==> config.mk <==
export PLATFORM = sky130hd
export DESIGN_NAME = hid_keyboard_six_key_report_unit
export DESIGN_NICKNAME = d
export VERILOG_FILES = /design/src/rtl/core/hkb_pkg.sv /design/src/rtl/core/hkb_cmp_unit.sv /design/src/rtl/core/hid_keyboard_six_key_report_unit.sv
export SDC_FILE = /design/constraint.sdc
export NUM_CORES = 1
export LEC_CHECK = 0
export BUFFER_PORTS_ARGS = -buffer_cell sky130_fd_sc_hd__buf_2
export CORE_MARGIN = 2
export CORE_UTILIZATION = 56
export DETAILED_ROUTE_END_ITERATION = 12
export GPL_TIMING_DRIVEN = 0
export PLACE_DENSITY = 0.84
export SLEW_MARGIN = 20
export SYNTH_ARGS = -nofsm -noshare
export SYNTH_HDL_FRONTEND = slang
export SYNTH_SLANG_ARGS = --single-unit
==> constraint.sdc <==
create_clock -name i_clk -period 5.7 [get_ports i_clk]
set_input_delay 0.57 -clock i_clk [delete_from_list [all_inputs] [get_ports i_clk]]
set_output_delay 0.57 -clock i_clk [all_outputs]
set_load 0.02 [all_outputs]
==> src/rtl/core/hkb_pkg.sv <==
// Shared types and constants for the six-key keyboard report unit.
`timescale 1ns / 1ps
`default_nettype none

package hkb_pkg;

    localparam int unsigned REPORT_KEY_BYTES = 6;
    localparam int unsigned KEY_W            = 8;
    localparam int unsigned REPORT_W         = REPORT_KEY_BYTES * KEY_W;

    typedef enum logic [1:0] {
        ACT_PRESS       = 2'd0,
        ACT_RELEASE     = 2'd1,
        ACT_RELEASE_ALL = 2'd2,
        ACT_LOAD        = 2'd3
    } t_action;

    typedef struct packed {
        logic match;
        logic empty;
    } t_cmp_res;

endpackage

`default_nettype wire

==> src/rtl/core/hkb_cmp_unit.sv <==
// Shared slot comparator: matches one slot byte against the item's key code.
`timescale 1ns / 1ps
`default_nettype none

module hkb_cmp_unit
    import hkb_pkg::*;
(
    input  wire logic [KEY_W-1:0] i_slot,
    input  wire logic [KEY_W-1:0] i_code,
    output t_cmp_res              o_res
);

    always_comb begin
        o_res.match = (i_slot == i_code);
        o_res.empty = (i_slot == '0);
    end

endmodule

`default_nettype wire

==> src/rtl/core/hid_keyboard_six_key_report_unit.sv <==
// Top level of the six-key keyboard report unit: slot store and scan sequencer.
`timescale 1ns / 1ps
`default_nettype none

// Keyboard report builder in HID boot style (six-key rollover).
// Input channel: drive the action and its fields with start high; the item is
// taken at the edge where start is high and busy is low. busy stays high while
// the sequencer works on the item.
// Result channel: o_valid pulses for one cycle with the modifier byte and the
// six key bytes (slot 0 in the low byte). The receiver cannot stall; results
// appear only while the item's link_up bit was set.
// Sequence: press and release walk the slots one per cycle through one shared
// comparator, then pass through the write state and the report state.
// Release-all and load go from acceptance straight to the write and report
// states. Items that change nothing (code zero, key already held, release of
// an absent key, load with link down) skip the write and report states.
// The result strobe shows in the cycle after the last busy cycle, and a new
// item may be accepted in that same cycle.
// Reset (synchronous, active low) empties all slots, clears the modifiers and
// returns the sequencer to idle with no strobe pending.
module hid_keyboard_six_key_report_unit
    import hkb_pkg::*;
#(
    parameter int unsigned KEY_SLOT_COUNT = 6
) (
    input  wire logic                i_clk,
    input  wire logic                i_rst_n,
    input  wire logic                start,
    output logic                     busy,
    input  wire logic [1:0]          i_action,
    input  wire logic [KEY_W-1:0]    i_key_code,
    input  wire logic [KEY_W-1:0]    i_modifier_bits,
    input  wire logic [REPORT_W-1:0] i_loaded_keys,
    input  wire logic                i_link_up,
    output logic                     o_valid,
    output logic [KEY_W-1:0]         o_report_modifiers,
    output logic [REPORT_W-1:0]      o_report_keys
);

    localparam int unsigned IDX_W = (KEY_SLOT_COUNT > 1) ? $clog2(KEY_SLOT_COUNT) : 1;
    localparam logic [IDX_W-1:0] LAST_IDX = IDX_W'(KEY_SLOT_COUNT - 1);

    typedef enum logic [1:0] {
        S_IDLE,
        S_SCAN,
        S_WRITE,
        S_EMIT
    } t_state;

    t_state              r_state;
    logic [KEY_W-1:0]    r_slots [KEY_SLOT_COUNT];
    logic [KEY_W-1:0]    r_mods;

    // Latched item
    t_action             r_action;
    logic [KEY_W-1:0]    r_code;
    logic [KEY_W-1:0]    r_load_mods;
    logic [REPORT_W-1:0] r_load_keys;
    logic                r_link;

    // Scan progress
    logic [IDX_W-1:0]    r_idx;
    logic                r_empty_found;
    logic [IDX_W-1:0]    r_empty_idx;

    t_cmp_res            w_cmp;
    logic [REPORT_W-1:0] w_report;
    logic [KEY_W-1:0]    w_load_slots [KEY_SLOT_COUNT];
    logic                w_accept;
    t_action             w_action;

    assign busy     = (r_state != S_IDLE);
    assign w_accept = start && !busy;
    assign w_action = t_action'(i_action);

    // One comparator, stepped across the slots by r_idx
    hkb_cmp_unit u_cmp (
        .i_slot (r_slots[r_idx]),
        .i_code (r_code),
        .o_res  (w_cmp)
    );

    // Report packing: slots past the store read as zero; load clears extra slots
    genvar g;
    generate
        for (g = 0; g < REPORT_KEY_BYTES; g++) begin : g_pack
            if (g < KEY_SLOT_COUNT) begin : g_have
                assign w_report[g*KEY_W +: KEY_W] = r_slots[g];
            end else begin : g_none
                assign w_report[g*KEY_W +: KEY_W] = '0;
            end
        end
        for (g = 0; g < KEY_SLOT_COUNT; g++) begin : g_load
            if (g < REPORT_KEY_BYTES) begin : g_byte
                assign w_load_slots[g] = r_load_keys[g*KEY_W +: KEY_W];
            end else begin : g_zero
                assign w_load_slots[g] = '0;
            end
        end
    endgenerate

    always_ff @(posedge i_clk) begin
        if (!i_rst_n) begin
            r_state <= S_IDLE;
            o_valid <= 1'b0;
            r_mods  <= '0;
            for (int i = 0; i < KEY_SLOT_COUNT; i++) begin
                r_slots[i] <= '0;
            end
        end else begin
            o_valid <= 1'b0;
            case (r_state)
                S_IDLE: begin
                    if (w_accept) begin
                        r_action      <= w_action;
                        r_code        <= i_key_code;
                        r_load_mods   <= i_modifier_bits;
                        r_load_keys   <= i_loaded_keys;
                        r_link        <= i_link_up;
                        r_idx         <= '0;
                        r_empty_found <= 1'b0;
                        r_empty_idx   <= '0;
                        case (w_action)
                            ACT_PRESS, ACT_RELEASE: begin
                                // Code zero is the empty marker: drop the item
                                if (i_key_code != '0) begin
                                    r_state <= S_SCAN;
                                end
                            end
                            ACT_RELEASE_ALL: begin
                                r_state <= S_WRITE;
                            end
                            ACT_LOAD: begin
                                if (i_link_up) begin
                                    r_state <= S_WRITE;
                                end
                            end
                            default: begin
                                r_state <= S_IDLE;
                            end
                        endcase
                    end
                end
                S_SCAN: begin
                    if (w_cmp.match) begin
                        // Press of a held key is a no-op; release holds r_idx as the hit
                        r_state <= (r_action == ACT_RELEASE) ? S_WRITE : S_IDLE;
                    end else begin
                        if (w_cmp.empty && !r_empty_found) begin
                            r_empty_found <= 1'b1;
                            r_empty_idx   <= r_idx;
                        end
                        if (r_idx == LAST_IDX) begin
                            r_state <= (r_action == ACT_PRESS) ? S_WRITE : S_IDLE;
                        end else begin
                            r_idx <= r_idx + 1'b1;
                        end
                    end
                end
                S_WRITE: begin
                    case (r_action)
                        ACT_PRESS: begin
                            if (r_empty_found) begin
                                r_slots[r_empty_idx] <= r_code;
                            end else begin
                                // Overflow: drop slot 0, shift down, append in the last slot
                                for (int i = 0; i + 1 < KEY_SLOT_COUNT; i++) begin
                                    r_slots[i] <= r_slots[i+1];
                                end
                                r_slots[LAST_IDX] <= r_code;
                            end
                        end
                        ACT_RELEASE: begin
                            r_slots[r_idx] <= '0;
                        end
                        ACT_RELEASE_ALL: begin
                            r_mods <= '0;
                            for (int i = 0; i < KEY_SLOT_COUNT; i++) begin
                                r_slots[i] <= '0;
                            end
                        end
                        ACT_LOAD: begin
                            r_mods <= r_load_mods;
                            for (int i = 0; i < KEY_SLOT_COUNT; i++) begin
                                r_slots[i] <= w_load_slots[i];
                            end
                        end
                        default: begin
                            r_mods <= r_mods;
                        end
                    endcase
                    r_state <= S_EMIT;
                end
                S_EMIT: begin
                    // State is updated either way; report only with the link up
                    o_valid            <= r_link;
                    o_report_modifiers <= r_mods;
                    o_report_keys      <= w_report;
                    r_state            <= S_IDLE;
                end
                default: begin
                    r_state <= S_IDLE;
                end
            endcase
        end
    end

    // A report strobe only follows the report cycle
    a_valid_after_emit: assert property (@(posedge i_clk) disable iff (!i_rst_n)
        o_valid |-> $past(r_state == S_EMIT))
        else $error("report strobe without a report cycle");

    // The scan index never runs past the last slot
    a_scan_in_range: assert property (@(posedge i_clk) disable iff (!i_rst_n)
        (r_state == S_SCAN) |-> (r_idx <= LAST_IDX))
        else $error("scan index beyond slot store");

    // The report cycle always frees the block next
    a_emit_to_idle: assert property (@(posedge i_clk) disable iff (!i_rst_n)
        (r_state == S_EMIT) |=> !busy)
        else $error("block still busy after report cycle");

    // A load with the link down is dropped at once
    a_load_link_down: assert property (@(posedge i_clk) disable iff (!i_rst_n)
        (w_accept && (w_action == ACT_LOAD) && !i_link_up) |=> !busy)
        else $error("load with link down started work");

endmodule

`default_nettype wire
==> results of run 1 <==
[stage by stage]
step                        util  setup WS, ps  instances  instance area, um2
after floorplan                -          1383        556                8383
after global placement    0.6340         315.5        867                9249
after detailed placement  0.6399          2509        871                9335
after CTS                 0.6877          2505        908               10030
after global routing      0.6877          2190        908               10030
final                     0.6877          2400        908               10030
[worst max-delay path: cells and delay by family (launching register included)]
kind                   cells  cell delay, ps
and+or+nand+nor            4            1710
DFF                        1             440
AOI/OAI and AO/OA          1             440
buffers and inverters      1             340
[power by group through the flow]
stage / Sequential [W] / Clock (W) / Combinational, W
final: 0.00183 / 0.00139 / 0.000412
after global routing: 0.00184 / 0.00146 / 0.000446
after CTS: 0.00183 / 0.00139 / 0.000407
after detailed placement: 0.00186 / 0 / 0.000405
after global placement: 0.00186 / 0 / 0.000383
after floorplan: 0.00184 / 0 / 0.000273
[worst paths after layout]
kind                            depth (start not counted)                    start  slack [ps]                         endpoint
worst max-delay path                                    6  r_state[1]$_SDFFE_PN0P_        2400          r_slots[0][3]$_DFFE_PP_
worst min-delay path                                    1        i_loaded_keys[21]         250        r_load_keys[21]$_DFFE_PP_
worst max register to register                          6  r_state[1]$_SDFFE_PN0P_        2400          r_slots[0][3]$_DFFE_PP_
worst min register to register                          0   r_mods[1]$_SDFFE_PN0P_         430  o_report_modifiers[1]$_DFFE_PP_
[cell usage in the layout (no fill, tap or decap), drive strengths merged, types with 2 or more instances in the layout]
master and instances:
a31oi 2, nor3 3, nand3 7, o2111ai 2, mux4 6, o21ai 6
and3 42, o22ai 52, edfxtp 194, clkinv 5, nor4 4, a22o 16
or2 2, nor2 18, buf 136, mux2i 7, bufinv 3, clkbuf 48
mux2 20, ha 2, nand2b 7, nand2 22, or3 4, nand4 3
xor2 3, nor3b 2, nand3b 2, o31ai 3, dfxtp 14, clkinvlp 4
inv 18, o21bai 2, o21a 2, a21oi 52
[flip-flops by register name (all words and copies together) (netlist names), 3 cells and up, named ones only]
| register | flops |
|---|---|
| r_load_keys | 48 |
| r_mods | 8 |
| r_load_mods | 8 |
| r_code | 8 |
| r_slots | 64 |
| r_empty_idx | 3 |
| o_report_keys | 48 |
| o_report_modifiers | 8 |
| r_idx | 3 |
[cells by family after synthesis]
family	Yosys count	synth area share
AOI/OAI and AO/OA	143	0.1093
xor gates and xnor gates	4	0.005970
adders and majority gates	2	0.002985
buffers and inverters	46	0.02239
DFF	208	0.7284
muxes	33	0.05373
and+or+nand+nor	120	0.07731
[layout make-up]
| cell class | instances | area, um2 | area share |
|---|---|---|---|
| Sequential cell | 208 | 6106 | 0.6086 |
| Multi-Input combinational cell | 302 | 2113 | 0.2107 |
| Timing Repair Buffer | 131 | 698.2 | 0.06959 |
| Clock buffer | 25 | 550.5 | 0.05488 |
| Tap cell | 184 | 230.2 | 0.02295 |
| Clock inverter | 12 | 146.4 | 0.01459 |
| Buffer | 28 | 120.1 | 0.01197 |
| Inverter | 18 | 67.56 | 0.006735 |
[layer usage]
metal | up-vias | track usage
met1 | 2702 | 0.3477
met3 | 59 | 0.06537
li1 | 2506 | -
met2 | 329 | 0.4212
met4 | 0 | 0.1002
met5 | - | 0
==> impl_metrics.csv, run 1 <==
group,metric,value,unit
run_status,status,"finished, final reports clean",
grt,grt_max_degree,58,
drt,wl_per_cell,22.82,um
floorplanning,rows,44,
cts,cts_buffers,21,
power,peakVddDrop,0.2438,mV
floorplanning,die_y,126.4,um
cts,cts_tree,"yes",
cts,cts_buffer_depth,3,
power,power,0.003633,W
drt,wirelength,20.72,mm
critical_path,cp.required,5830,ps
drt,route.met3.wl,2.223,mm
cts,clockRootBuffer,"clkbuf_16",
power,seq_power_share,0.504,
floorplanning,die_area,15960,um2
timing,setup_viol,0,
logic_synthesis,synthTopCellsByArea,"edfxtp_1, o22ai_1, dfxtp_1",
logic_synthesis,syn_area,8383,um2
drt,drt_first_pass_iters,5,
timing,slew_viol_final,0,
critical_path,path_cells,"and2b_1 > nand4b_1 > clkbuf_1 > a21oi_1 > nand3_1 > nand2_1",
power,power_frac_clock,0.382,
min_path,worstHoldPathType,"input pin to register",
placement,hpwl,14.76,mm
grt,antenna_found_initial,1,
cts,path_clk_slew,60,ps
logic_synthesis,async_flop_share,0,
floorplanning,ios,128,
logic_synthesis,synth-seq-cells,208,
logic_synthesis,synth_warnings,0,
cts,cts_sinks,208,
critical_path,cp.arrival,3430,ps
cts,cts_setup_buffers,0,
timing,fin_crit,3300,ps
logic_synthesis,synth_cell_types,50,
drt,drcViolationCount,0,
floorplanning,die_w,126.4,um
logic_synthesis,synth_common_cells,"edfxtp_1, a21oi_1, o22ai_1",
placement,port_buffers,127,
logic_synthesis,yosysTopAreaCell,"edfxtp_1",
layout,area_delta_synth_final,19.67,%
cts,ctsHoldBuffers,0,
logic_synthesis,synthCells,556,
critical_path,slowest_stage,"nand2_1",
critical_path,cp-start-kind,"register",
logic_synthesis,synth_edf_count,194,
timing,grt_setup_unrepaired,"no",
floorplanning,initial_utilization,0.5746,
critical_path,crit_type,"register to register",
drt,vias_per_cell,6.163,
drt,route.met2.wl,9.980,mm
layout,drive_above_1_share,0.2707,
layout,n_fill_cell,961,
grt,grt_pass1_wl,31.66,mm
critical_path,cp-end-kind,"register",
power,netSwitchingPower,0.0008784,W
cts,clk_latency,490,ps
timing,tightest_slew,783.7,ps
placement,gp_congestion,0.9733,
timing,fmax,303.0,MHz
cts,cts_resized,0,
power,pwr_density_cell,362.2,nW/um2
power,p_sw_frac,0.2418,
timing,timing.final.crit_share,0.5790,
grt,grt_pass1_vias,5641,
cts,htree_levels,1,
layout,fin_nets,782,
drt,postRouteAntennaNets,0,
timing,skew,5.286,ps
timing,hold_viol_final,0,
drt,highest_layer,"met4",
drt,first_iter_violations,661,
timing,worst_hold_slack,252.5,ps
logic_synthesis,yosysSeqAreaShare,0.7284,
drt,m1WireLength,7.853,mm
logic_synthesis,synth_most_common_cell,"edfxtp_1",
critical_path,slowest_delay,660,ps
logic_synthesis,synth_top_area_frac,0.6949,
run,drv_cap,0,
grt,track_usage,0.2614,
logic_synthesis,postSynthAreaPerCell,15.08,um2
logic_synthesis,syn-num-nets,628,
power,combPwrFrac,0.113,
grt,grt_remaining_overflow,0,
drt,vias,5596,
power,p_leak,3.789,nW
timing,relSlewSlack,0.4775,
critical_path,critical_path.max_fanout,10,
power,internal-power,0.002755,W
logic_synthesis,synth_top_flop_cell,"edfxtp_1",
layout,antenna_cells,0,
floorplanning,core_region_area,14590,um2
timing,final.setup.tns,0,ps
Power figures use the tool's default switching activity.
==> inputs of run 2 (changes only) <==
Clock period 5.7 ns to 3.1 ns, I/O delays scaled along.
==> run 2 against run 1 <==
Effect of this change: the run now ends with setup timing left; final area rose by 6.7%; global-route usage rose by 2.9 points; register-to-register slack got worse by 2500 ps; sequential share of layout area fell by 3.8 points; via count rose by 8.1%; sequential cell count did not move; sequential power rose by 84%; non-clock buffer count rose by 61; combinational power rose by 110%; clock power rose by 96%; wire length rose by 13%; critical path type unchanged; largest power group unchanged.
==> impl_metrics.csv, run 2 (synthesized netlist as in run 1, its figures left out) <==
group,metric,value,unit
critical_path,slowest_stage,"nand3_1",
layout,stdcell_count,973,
power,p_leak,4.078,nW
critical_path,cp.required,3270,ps
power,p_sw_frac,0.2442,
grt,grt_remaining_overflow,0,
floorplanning,rows,44,
run_status,status,"complete, but fails checks",
critical_path,cp-end-kind,"register",
critical_path,slowest_delay,560,ps
min_path,worstHoldPathType,"input pin to register",
timing,finalWorstSetupSlack,-81.05,ps
timing,slew_viol_final,0,
layout,n_fill_cell,881,
layout,area_delta_synth_final,27.70,%
power,combPwrFrac,0.122,
power,netSwitchingPower,0.001696,W
timing,timing.final.crit_share,1.026,
cts,cts_setup_buffers,0,
cts,clk_latency,510,ps
critical_path,path_cells,"and2b_1 > nand4b_1 > clkbuf_1 > a21oi_1 > nand3_1 > nand2_2",
cts,path_clk_slew,60,ps
cts,cts_tree,"yes",
power,peakVddDrop,0.5015,mV
layout,multi_input_area,2125,um2
critical_path,cp_top_family,"simple AND/OR/NAND/NOR gates",
floorplanning,die_area,15960,um2
timing,setup_viol,16,
timing,tightest_slew,802.2,ps
layout,regMostFlops,"r_slots",
run_status,violations,"setup timing",
floorplanning,die_y,126.4,um
power,power_frac_clock,0.393,
timing,hold_viol_final,0,
critical_path,critPathBufInv,1,
timing,grt_setup_unrepaired,"yes",
cts,cts_sinks,208,
drt,postRouteAntennaNets,0,
grt,track_usage,0.2906,
critical_path,cp-start-kind,"register",
drt,drcViolationCount,0,
run,drv_cap,0,
grt,grt_max_degree,58,
drt,vias,6048,
layout,fin_nets,844,
timing,relSlewSlack,0.4607,
timing,skew,10.21,ps
drt,first_iter_violations,838,
floorplanning,core_region_area,14590,um2
cts,cts_buffers,22,
drt,drt_first_pass_iters,5,
power,seq_power_share,0.486,
power,pwr_density_cell,648.9,nW/um2
placement,port_buffers,127,
grt,grt_pass1_wl,34.84,mm
placement,placed_cell_area,9335,um2
layout,drive_above_1_share,0.2538,
floorplanning,initial_utilization,0.5746,
floorplanning,die_w,126.4,um
floorplanning,ios,128,
critical_path,cp.arrival,3350,ps
drt,wl_per_cell,24.05,um
placement,hpwl,14.92,mm
placement,dp_cells,871,
drt,wirelength,23.40,mm
layout,design_area,10710,um2
layout,seqCellArea,6106,um2
timing,final.setup.tns,-990.8,ps
layout,largest_register_ff_count,64,
layout,final_common_cell,"edfxtp_1",
timing,fin_crit,3181,ps
critical_path,crit_type,"register to register",
placement,gp_congestion,0.9868,
placement,pre_cts_ws,-66.03,ps
cts,htree_levels,1,
cts,clockRootBuffer,"clkbuf_16",
grt,antenna_found_initial,1,
grt,grt_pass1_vias,6129,
power,internal-power,0.005250,W
critical_path,critical_path.max_fanout,10,
drt,vias_per_cell,6.216,
layout,layout_common_cells,"edfxtp_1, buf_2, dlygate4sd3_1, a21oi_1, o22ai_1",
cts,cts_buffer_depth,3,
power,power,0.006946,W
layout,biggestRegsByFlops,"r_slots x64, o_report_keys x48, r_load_keys x48",
timing,fmax,314.4,MHz
## run 2: cell count changes in the layout (fill, tap and decap cells not counted), sizes merged
cell         delta
diode           +1
clkinvlp        -3
clkinv          +1
dlygate4sd3    +61
clkbuf          +5
## run 2: path summary, 6_finish.rpt
check / from / to / slack, ps / cells past startpoint
max: r_state[1]$_SDFFE_PN0P_ / r_slots[0][0]$_DFFE_PP_ / -80 / 6
min: i_key_code[0] / r_code[0]$_DFFE_PP_ / 10 / 1
max reg2reg: r_state[1]$_SDFFE_PN0P_ / r_slots[0][0]$_DFFE_PP_ / -80 / 6
min reg2reg: r_mods[7]$_SDFFE_PN0P_ / o_report_modifiers[7]$_DFFE_PP_ / 430 / 0
## run 2: cell type report
| cell class | instances | share of cell area |
|---|---|---|
| timing repair buffer | 192 | 0.1223 |
| multi-input combinational | 302 | 0.1985 |
| clock buffer | 30 | 0.05809 |
| tap | 184 | 0.02151 |
| buffer | 28 | 0.01122 |
| antenna | 1 | 0.0002338 |
| sequential | 208 | 0.5704 |
| inverter | 18 | 0.006311 |
| clock inverter | 10 | 0.01157 |
## run 2: metal layers
metal  part of all wire  GRT usage  up-vias
met3               0.11    0.06790       82
met1               0.36     0.3784     2914
met2               0.48     0.4725      417
met5                  0          0        -
li1                   -          -     2635
met4              0.045     0.1273        0
## run 2: timing repair
item,CTS,global route
hold buffers,60,1
endpoints found under the setup margin,16,37
resized for setup,2,2
hold endpoints to repair,60,1
## run 2: power groups by stage
| stage | clock [W] | combinational, W | sequential, W |
|---|---|---|---|
| after floorplan | 0 | 0.000503 | 0.00338 |
| after global placement | 0 | 0.000706 | 0.00342 |
| after detailed placement | 0 | 0.000753 | 0.00342 |
| after CTS | 0.00270 | 0.000820 | 0.00337 |
| after global routing | 0.00285 | 0.000904 | 0.00338 |
| final | 0.00273 | 0.000846 | 0.00337 |
## run 2: per-stage QoR
step	hold slack, ps	utilization
finish	9.858	0.7338
global route	5.548	0.7336
global placement	418.0	0.6341
floorplan	408.9	-
detailed placement	415.6	0.6399
CTS	3.559	0.7325
